==> src/rtl/u8u16_pkg.sv <==
// Shared types and constants for the UTF-8 to UTF-16 converter.
// No dependencies; used by every module of the block.
`timescale 1ns / 1ps

package u8u16_pkg;

  // Reason a conversion ended, reported on its final beat.
  typedef enum logic [1:0] {
    CauseRun  = 2'd0,
    CauseEnd  = 2'd1,
    CauseNul  = 2'd2,
    CauseFull = 2'd3
  } cause_e;

  localparam logic [15:0] ReplUnit = 16'hFFFD;

  // One result beat.
  typedef struct packed {
    logic [15:0] unit;
    logic        valid;
    logic        done;
    cause_e      cause;
    logic [31:0] units;
    logic [31:0] bytes;
  } res_t;

  // Results of one byte, handed to the result queue.
  typedef struct packed {
    res_t [1:0] item;
    logic [1:0] num;
  } push_t;

  // Result queue status.
  typedef struct packed {
    logic valid;
    logic room;
  } qstat_t;

  // Conversion state carried from byte to byte.
  typedef struct packed {
    logic [20:0] point;
    logic [2:0]  seq_len;
    logic [1:0]  left;
    logic [31:0] units;
    logic [31:0] bytes;
    logic        stopped;
  } conv_t;

endpackage

==> src/rtl/u8u16_step.sv <==
// Per-byte decode step: next conversion state and up to two result beats.
// Depends on u8u16_pkg.
`timescale 1ns / 1ps

module u8u16_step (
  input  u8u16_pkg::conv_t cur_i,
  input  logic [7:0]       in_byte_i,
  input  logic             in_last_i,
  input  logic [31:0]      cap_i,
  output u8u16_pkg::conv_t nxt_o,
  output u8u16_pkg::push_t push_o
);

  function automatic logic point_ok(input logic [20:0] cp, input logic [2:0] len);
    logic ok;
    ok = 1'b0;
    case (len)
      3'd2:    ok = (cp >= 21'h80);
      3'd3:    ok = (cp >= 21'h800) && ((cp < 21'hD800) || (cp > 21'hDFFF));
      3'd4:    ok = (cp >= 21'h10000) && (cp <= 21'h10FFFF);
      default: ok = 1'b0;
    endcase
    return ok;
  endfunction

  always_comb begin
    u8u16_pkg::res_t   slot [3];
    logic [1:0]        k;
    logic              idx;
    u8u16_pkg::cause_e cause;
    logic              as_lead;
    logic [20:0]       pp;
    logic [2:0]        sl;
    logic [1:0]        bl;
    logic [31:0]       uc;
    logic [31:0]       bc;
    logic [20:0]       cp;
    logic [20:0]       off;

    for (int i = 0; i < 3; i++) begin
      slot[i] = '0;
    end
    k       = 2'd0;
    idx     = 1'b0;
    cause   = u8u16_pkg::CauseRun;
    as_lead = 1'b1;
    pp      = cur_i.point;
    sl      = cur_i.seq_len;
    bl      = cur_i.left;
    uc      = cur_i.units;
    bc      = cur_i.bytes;
    cp      = '0;
    off     = '0;
    nxt_o   = cur_i;

    if (cur_i.stopped) begin
      // Swallow bytes until the end of the source, then start afresh.
      if (in_last_i) begin
        nxt_o = '0;
      end
    end else begin
      if (bl != 2'd0) begin
        if (in_byte_i[7:6] == 2'b10) begin
          as_lead = 1'b0;
          if (bc != '1) bc = bc + 32'd1;
          pp = {pp[14:0], in_byte_i[5:0]};
          bl = bl - 2'd1;
          if (bl == 2'd0) begin
            cp = point_ok(pp, sl) ? pp : {5'd0, u8u16_pkg::ReplUnit};
            pp = '0;
            sl = '0;
            if (cp < 21'h10000) begin
              slot[k].unit  = cp[15:0];
              slot[k].valid = 1'b1;
              k  = k + 2'd1;
              uc = uc + 32'd1;
            end else if (({1'b0, uc} + 33'd2) > {1'b0, cap_i}) begin
              cause = u8u16_pkg::CauseFull;
            end else begin
              off = cp - 21'h10000;
              slot[k].unit  = 16'hD800 + {6'd0, off[19:10]};
              slot[k].valid = 1'b1;
              k = k + 2'd1;
              slot[k].unit  = 16'hDC00 + {6'd0, off[9:0]};
              slot[k].valid = 1'b1;
              k  = k + 2'd1;
              uc = uc + 32'd2;
            end
          end
        end else begin
          // Broken sequence: replacement, then the byte starts anew unless the output is full.
          slot[k].unit  = u8u16_pkg::ReplUnit;
          slot[k].valid = 1'b1;
          k  = k + 2'd1;
          uc = uc + 32'd1;
          pp = '0;
          sl = '0;
          bl = '0;
          if (uc >= cap_i) begin
            cause   = u8u16_pkg::CauseFull;
            as_lead = 1'b0;
          end
        end
      end

      if (as_lead && (cause == u8u16_pkg::CauseRun)) begin
        if (uc >= cap_i) begin
          cause = u8u16_pkg::CauseFull;
        end else begin
          if (bc != '1) bc = bc + 32'd1;
          if (!in_byte_i[7]) begin
            slot[k].unit  = {8'd0, in_byte_i};
            slot[k].valid = 1'b1;
            k = k + 2'd1;
            if (in_byte_i == 8'd0) begin
              cause = u8u16_pkg::CauseNul;
            end else begin
              uc = uc + 32'd1;
            end
          end else if (in_byte_i inside {[8'hC2:8'hDF]}) begin
            pp = {16'd0, in_byte_i[4:0]};
            sl = 3'd2;
            bl = 2'd1;
          end else if (in_byte_i inside {[8'hE0:8'hEF]}) begin
            pp = {17'd0, in_byte_i[3:0]};
            sl = 3'd3;
            bl = 2'd2;
          end else if (in_byte_i inside {[8'hF0:8'hF4]}) begin
            pp = {18'd0, in_byte_i[2:0]};
            sl = 3'd4;
            bl = 2'd3;
          end else begin
            slot[k].unit  = u8u16_pkg::ReplUnit;
            slot[k].valid = 1'b1;
            k  = k + 2'd1;
            uc = uc + 32'd1;
          end
        end
      end

      if ((cause == u8u16_pkg::CauseRun) && in_last_i) begin
        if (bl != 2'd0) begin
          slot[k].unit  = u8u16_pkg::ReplUnit;
          slot[k].valid = 1'b1;
          k  = k + 2'd1;
          uc = uc + 32'd1;
          pp = '0;
          sl = '0;
          bl = '0;
        end
        cause = u8u16_pkg::CauseEnd;
      end

      if ((cause == u8u16_pkg::CauseRun) && (uc >= cap_i)) begin
        cause = u8u16_pkg::CauseFull;
      end

      nxt_o.point   = pp;
      nxt_o.seq_len = sl;
      nxt_o.left    = bl;
      nxt_o.units   = uc;
      nxt_o.bytes   = bc;

      if (cause != u8u16_pkg::CauseRun) begin
        // An empty status beat carries the stop when nothing was written.
        if (k == 2'd0) begin
          k = 2'd1;
        end
        idx = (k != 2'd1);
        slot[idx].done  = 1'b1;
        slot[idx].cause = cause;
        slot[idx].units = uc;
        slot[idx].bytes = (cause == u8u16_pkg::CauseNul) ? 32'd0 : bc;
        if (in_last_i) begin
          nxt_o = '0;
        end else begin
          nxt_o.stopped = 1'b1;
        end
      end
    end

    push_o.item[0] = slot[0];
    push_o.item[1] = slot[1];
    push_o.num     = (k >= 2'd2) ? 2'd2 : k;
  end

endmodule

==> src/rtl/u8u16_resq.sv <==
// Three-entry result queue: takes up to two beats a cycle, sends one.
// Depends on u8u16_pkg.
`timescale 1ns / 1ps

module u8u16_resq (
  input  logic               clk_i,
  input  logic               rst_ni,
  input  u8u16_pkg::push_t   push_i,
  input  logic               pop_i,
  output u8u16_pkg::res_t    head_o,
  output u8u16_pkg::qstat_t  stat_o
);

  logic [1:0]             cnt_q, cnt_d;
  logic [1:0]             base;
  u8u16_pkg::res_t [2:0]  ent_q, ent_d;

  always_comb begin
    base  = cnt_q - {1'b0, pop_i};
    ent_d = ent_q;
    if (pop_i) begin
      ent_d[0] = ent_q[1];
      ent_d[1] = ent_q[2];
    end
    if (push_i.num != 2'd0) begin
      ent_d[base] = push_i.item[0];
    end
    if ((push_i.num == 2'd2) && (base != 2'd2)) begin
      ent_d[base + 2'd1] = push_i.item[1];
    end
    cnt_d = base + push_i.num;
  end

  always_ff @(posedge clk_i or negedge rst_ni) begin
    if (!rst_ni) begin
      cnt_q <= '0;
    end else begin
      cnt_q <= cnt_d;
    end
  end

  always_ff @(posedge clk_i) begin
    ent_q <= ent_d;
  end

  assign head_o       = ent_q[0];
  assign stat_o.valid = (cnt_q != 2'd0);
  assign stat_o.room  = (base <= 2'd1);

endmodule

==> src/rtl/utf8_to_utf16_converter.sv <==
// Top level of the UTF-8 to UTF-16 converter: byte register, decode step,
// result queue and the configuration register. Depends on u8u16_pkg,
// u8u16_step and u8u16_resq.
//
// Usage. UTF-8 bytes arrive one per beat on the s_axis channel, tlast
// marking the final byte of a source. UTF-16 units leave on m_axis, one per
// beat; the final beat of a conversion carries tlast together with the stop
// cause and the unit and byte counts. A code point above U+FFFF gives two
// beats, so one byte can produce up to two beats. The unit capacity is set
// through the APB-style port at address 0 while the block is idle.
// An accepted byte waits in the byte register; the decode step then writes its
// beats into the result queue, whose head drives m_axis.
// Throughput is one byte per cycle while the receiver takes one beat per
// cycle; it is bounded by the single m_axis beat sent per cycle.
// When the receiver stalls, the three-entry result queue keeps filling until
// it cannot hold the worst case of two more beats, then the byte register
// holds and s_axis_tready falls. Reset clears the capacity to zero, empties
// the queue and clears the conversion state.
`timescale 1ns / 1ps

module utf8_to_utf16_converter (
  input  logic        clk_i,
  input  logic        rst_ni,
  // Input byte stream.
  input  logic        s_axis_tvalid,
  output logic        s_axis_tready,
  input  logic [7:0]  s_axis_tdata,   // [7:0] in_byte
  input  logic        s_axis_tlast,   // in_last
  // Output unit stream.
  output logic        m_axis_tvalid,
  input  logic        m_axis_tready,
  output logic [79:0] m_axis_tdata,   // [15:0] out_unit, [47:16] units_written,
                                      // [79:48] bytes_consumed
  output logic [2:0]  m_axis_tuser,   // [0] unit_valid, [2:1] stop_cause
  output logic        m_axis_tlast,   // done_res
  // Configuration port.
  input  logic        psel,
  input  logic        penable,
  input  logic        pwrite,
  input  logic [2:0]  paddr,
  input  logic [31:0] pwdata,
  output logic [31:0] prdata,
  output logic        pready
);

  // Word index of the capacity register (byte address bit 2).
  localparam logic RegCapacity = 1'b0;

  logic [31:0]       cap_q;
  logic              in_vld_q;
  logic [7:0]        in_byte_q;
  logic              in_last_q;
  u8u16_pkg::conv_t  st_q;
  u8u16_pkg::conv_t  st_nxt;
  u8u16_pkg::push_t  step_res;
  u8u16_pkg::push_t  push;
  u8u16_pkg::res_t   head;
  u8u16_pkg::qstat_t qstat;
  logic              fire;
  logic              in_acc;
  logic              out_acc;
  logic              cfg_wr;

  // The decode step fires when a byte waits and the queue can take its beats.
  assign fire    = in_vld_q && qstat.room;
  assign in_acc  = s_axis_tvalid && s_axis_tready;
  assign out_acc = m_axis_tvalid && m_axis_tready;

  assign s_axis_tready = !in_vld_q || fire;

  assign pready = 1'b1;
  assign cfg_wr = psel && penable && pwrite && (paddr[2] == RegCapacity);
  assign prdata = (paddr[2] == RegCapacity) ? cap_q : 32'd0;

  always_ff @(posedge clk_i or negedge rst_ni) begin
    if (!rst_ni) begin
      cap_q    <= '0;
      in_vld_q <= 1'b0;
      st_q     <= '0;
    end else begin
      if (cfg_wr) begin
        cap_q <= pwdata;
      end
      if (in_acc) begin
        in_vld_q <= 1'b1;
      end else if (fire) begin
        in_vld_q <= 1'b0;
      end
      if (fire) begin
        st_q <= st_nxt;
      end
    end
  end

  always_ff @(posedge clk_i) begin
    if (in_acc) begin
      in_byte_q <= s_axis_tdata;
      in_last_q <= s_axis_tlast;
    end
  end

  u8u16_step u_step (
    .cur_i     (st_q),
    .in_byte_i (in_byte_q),
    .in_last_i (in_last_q),
    .cap_i     (cap_q),
    .nxt_o     (st_nxt),
    .push_o    (step_res)
  );

  always_comb begin
    push = step_res;
    if (!fire) begin
      push.num = 2'd0;
    end
  end

  u8u16_resq u_resq (
    .clk_i  (clk_i),
    .rst_ni (rst_ni),
    .push_i (push),
    .pop_i  (out_acc),
    .head_o (head),
    .stat_o (qstat)
  );

  assign m_axis_tvalid = qstat.valid;
  assign m_axis_tdata  = {head.bytes, head.units, head.unit};
  assign m_axis_tuser  = {head.cause, head.valid};
  assign m_axis_tlast  = head.done;

  // A stopped conversion only discards bytes.
  a_stopped_silent : assert property (@(posedge clk_i) disable iff (!rst_ni)
    (fire && st_q.stopped) |-> (step_res.num == 2'd0))
    else $error("stopped conversion produced a result");

  // Beats before the final one carry no status.
  a_mid_clean : assert property (@(posedge clk_i) disable iff (!rst_ni)
    (m_axis_tvalid && !m_axis_tlast) |->
      ((m_axis_tuser[2:1] == u8u16_pkg::CauseRun) && (m_axis_tdata[79:16] == 64'd0)))
    else $error("status on a beat that is not final");

  // The final beat always names a stop cause.
  a_done_cause : assert property (@(posedge clk_i) disable iff (!rst_ni)
    (m_axis_tvalid && m_axis_tlast) |-> (m_axis_tuser[2:1] != u8u16_pkg::CauseRun))
    else $error("final beat without a stop cause");

  // A stop on NUL reports no byte count.
  a_nul_bytes : assert property (@(posedge clk_i) disable iff (!rst_ni)
    (m_axis_tvalid && (m_axis_tuser[2:1] == u8u16_pkg::CauseNul)) |->
      (m_axis_tdata[79:48] == 32'd0))
    else $error("byte count reported on a NUL stop");

endmodule

==> config.mk <==
export PLATFORM = sky130hd
export DESIGN_NAME = utf8_to_utf16_converter
export DESIGN_NICKNAME = d
export VERILOG_FILES = /design/src/rtl/u8u16_pkg.sv /design/src/rtl/u8u16_step.sv /design/src/rtl/u8u16_resq.sv /design/src/rtl/utf8_to_utf16_converter.sv
export SDC_FILE = /design/constraint.sdc
export NUM_CORES = 1
export LEC_CHECK = 0
export BUFFER_PORTS_ARGS = -buffer_cell sky130_fd_sc_hd__buf_2
export CAP_MARGIN = 15
export CORE_MARGIN = 5
export CORE_UTILIZATION = 42
export CTS_CLUSTER_DIAMETER = 60
export DETAILED_ROUTE_END_ITERATION = 12
export SYNTH_ARGS = -nofsm -noshare
export SYNTH_HDL_FRONTEND = slang
export SYNTH_SLANG_ARGS = --single-unit
==> constraint.sdc <==
create_clock -name clk_i -period 13.5 [get_ports clk_i]
set_input_delay 0.675 -clock clk_i [delete_from_list [all_inputs] [get_ports clk_i]]
set_output_delay 0.675 -clock clk_i [all_outputs]
set_load 0.005 [all_outputs]
==> flow_summary.yaml <==
floorplan:
  start_util_pct: 42.4
  core-area_um2: 59000
  die_y_um: 254
  rows: 89
  fp.dieW_um: 254
  ioPinCount: 170
  dieArea_um2: 64600
yosys:
  synth_warnings: 0
  synth-edff-count: 9
  ys.flop_type: "dfxtp_1"
  synth_area_um2: 25000
  seq_area_frac_synth_pct: 33.2
  avgSynthCellArea_um2: 8.22
  postSynthNetCount: 3239
  async_flop_share_pct: 31.5
  synth_cell_types: 103
  synth_seq_cells: 381
  syn_inst: 3045
sta:
  finalSetupViolCount: 0
  hold_violations: 0
  grt_setup_unrepaired: "no"
  slew_headroom_pct: 27.7
  min_period_over_period_pct: 94.2
  clock_skew_ps: 36.1
  tightest_slew_ps: 1080
  holdWs_ps: 185
  fin_tns_setup_ps: 0
  fmax_ghz: 0.0787
  finalMaxSlewViolations: 0
  fin_ws_ps: 788
  post-route-min-period_ps: 12710
route:
  first_pass_iters: 6
  vias: 23900
  antenna_left: 0
  viasPerCell: 5.99
  first_iter_violations: 2185
  drc_errors: 0
  detail_route.wl_per_cell_um: 22.6
  routed_wl_um: 90100
worst_setup_path:
  cpPeakStageDelay_ps: 650
  start_kind: "register"
  cpLargestDelayFamily: "compound AO/OA/AOI/OAI gates"
  crit_buf_inv: 9
  crit_path_end_kind: "register"
  cp_max_fo: 45
  critPathKind: "register to register"
  cpMaxStageDelayCell: "or4_1"
  crit_top_cell: "buf_4"
  worst_ep_required_time_ps: 13990
  critPathArrivalTime_ps: 13200
cts:
  cts_root_buf: "clkbuf_16"
  postCtsHoldBufs: 0
  clockBufferDepth: 3
  insertion_delay_ps: 600
  clkTransAtPathRegs_ps: 60
  numCtsBuffers: 50
  cts_tree: "yes"
  cts.sinks: 381
  h-tree-depth: 2
layout:
  diodes: 0
  final_nets: 3374
  area_growth_pct: 14.9
  final_layout_size_suffix_gt1_share_pct: 16.6
  utilization_pct: 48.8
power:
  ir_drop_uv: 139
  cellPowerDensity_nw_per_um2: 218
  p_leak_nw: 12.7
global_routing:
  grt_antenna_before_repair: 0
  grt_pass1_wl_um: 138000
  overflow: 0
  grt_start_max_net_pins: 72
  gr-usage-all-layers_pct: 26.9
  first_global_vias: 23300
outcome:
  status: "finished, final reports clean"
placed_design:
  place_ws_ps: 790
  place_congestion: 0.973
  io_buffers: 166
  hpwl_um: 66600
worst_hold_path:
  min_path_type: "input pin to asynchronous set/reset pin"
job:
  drv_cap: 0
==> worst register-to-register path, delay by kind of cell, from the launching register on <==
| family | cells | cell delay [ps] |
|---|---|---|
| xor gates and xnor gates | 2 | 550 |
| and+or+nand+nor | 14 | 4220 |
| buffers and inverters | 9 | 1630 |
| AOI/OAI and AO/OA | 20 | 4300 |
| muxes | 1 | 310 |
| adders and majority gates | 4 | 1120 |
| DFF | 1 | 480 |
==> placed cells by master (no fill, tap or decap), types with 12 or more instances in the layout <==
cell	synthesis	final
a211oi_1	18	14
a21o_1	33	33
a21oi_1	135	135
a22o_1	31	31
a31oi_1	25	25
and2_1	15	15
and3_1	51	51
and4_1	15	14
buf_2	21	165
buf_4	90	173
clkbuf_16	0	53
dfrtp_1	120	114
dfxtp_1	252	252
ha_1	143	143
inv_1	106	105
mux2_2	35	35
mux2i_1	138	138
nand2_1	462	461
nand2b_1	17	17
nand3_1	68	67
nand4_1	56	56
nor2_1	167	167
nor2b_1	18	18
nor3_1	43	43
nor4_1	33	33
o211ai_1	21	21
o21ai_0	233	232
o22ai_1	120	120
o31ai_1	23	23
or3_1	17	16
or4_1	12	12
xnor2_1	113	113
xor2_1	46	46
==> Yosys cell counts (25+ instances only) <==
master | number | share of area, %
ha_1 | 143 | 7.1
nor4_1 | 33 | 0.82
dfxtp_1 | 252 | 20
nor3_1 | 43 | 0.86
mux2i_1 | 138 | 5.5
o22ai_1 | 120 | 3.0
o21ai_0 | 233 | 4.7
inv_1 | 106 | 1.6
dfrtp_1 | 120 | 12
mux2_2 | 35 | 1.6
nand2_1 | 462 | 6.9
a21o_1 | 33 | 0.99
clkbuf_1 | 138 | 2.1
xnor2_1 | 113 | 4.0
xor2_1 | 46 | 1.6
and3_1 | 51 | 1.3
a21oi_1 | 135 | 2.7
nand3_1 | 68 | 1.4
nand4_1 | 56 | 1.4
a31oi_1 | 25 | 0.62
a22o_1 | 31 | 1.1
nor2_1 | 167 | 2.5
buf_4 | 90 | 2.7
==> per-layer routing <==
| layer | vias up | global-route usage, % | wire length, µm |
|---|---|---|---|
| met1 | 11600 | 36.9 | 39200 |
| met5 | - | 0 | 0 |
| met2 | 977 | 43.6 | 41200 |
| met4 | 0 | 10.6 | 3730 |
| met3 | 181 | 3.38 | 5990 |
| li1 | 11200 | - | - |
==> per-stage QoR <==
step | total power [mW] | std cells | instance area (µm²)
finish | 6.26 | 3995 | 28800
global route | 6.64 | 3995 | 28800
CTS | 6.24 | 3995 | 28800
detailed placement | 4.85 | 3901 | 27000
global placement | 4.75 | 3901 | 27000
floorplan | 3.55 | 3045 | 25000
==> flip-flops by register name (all words and copies together) (netlist names) <==
| signal | count |
|---|---|
| st_q | 85 |
| in_byte_q | 8 |
| cap_q | 32 |
| in_vld_q | 1 |
| in_last_q | 1 |
| u_resq.ent_q | 168 |
| u_resq.cnt_q | 2 |
| u_resq.head_o | 84 |
==> where the power goes <==
group	leakage, nW	switching, mW	internal, mW
clock	0.853	0.550	0.815
sequential	3.71	0.206	1.36
combinational	8.15	2.11	1.23
==> final timing paths <==
check | startpoint | end | slack [ps] | cells past startpoint
max | st_q[34] | u_resq.ent_q[135] | 790 | 50
min | rst_ni | cap_q[22] | 180 | 1
max reg2reg | st_q[34] | u_resq.ent_q[135] | 790 | 50
min reg2reg | u_resq.ent_q[246] | u_resq.ent_q[246] | 450 | 2
max in group asynchronous | rst_ni | st_q[41] | 11810 | 2
min in group clk_i | s_axis_tlast | in_last_q | 250 | 1
==> layout make-up <==
type                    count  area, µm²
clock buffers              66       1430
clock inverters            28        294
flip-flops and latches    381       8330
repair buffers            348       2320
multi-input cells        2286      15000
inverters                 113        424
well taps                 773        967
fillers                  5727      30200
==> repair_timing <==
item | 4_1_cts | 5_1_grt
buffers inserted | 0 | 0
setup endpoints to repair | 0 | 155
gates resized for setup | 0 | 9
==> logic make-up (layout without fill, tap and decap cells) <==
kind of cell / Yosys count / count (layout) / share of synthesized area, %
simple gates: 1043 / 1043 / 20.3
compound gates: 766 / 766 / 19.5
flops: 381 / 381 / 33.2
buf+inv: 378 / 555 / 7.15
mux: 174 / 174 / 7.15
xor+xnor: 159 / 159 / 5.56
fa+ha+maj: 143 / 143 / 7.15
other cells: 1 / 1 / 0.0150
(Power assumes the default switching activity.)
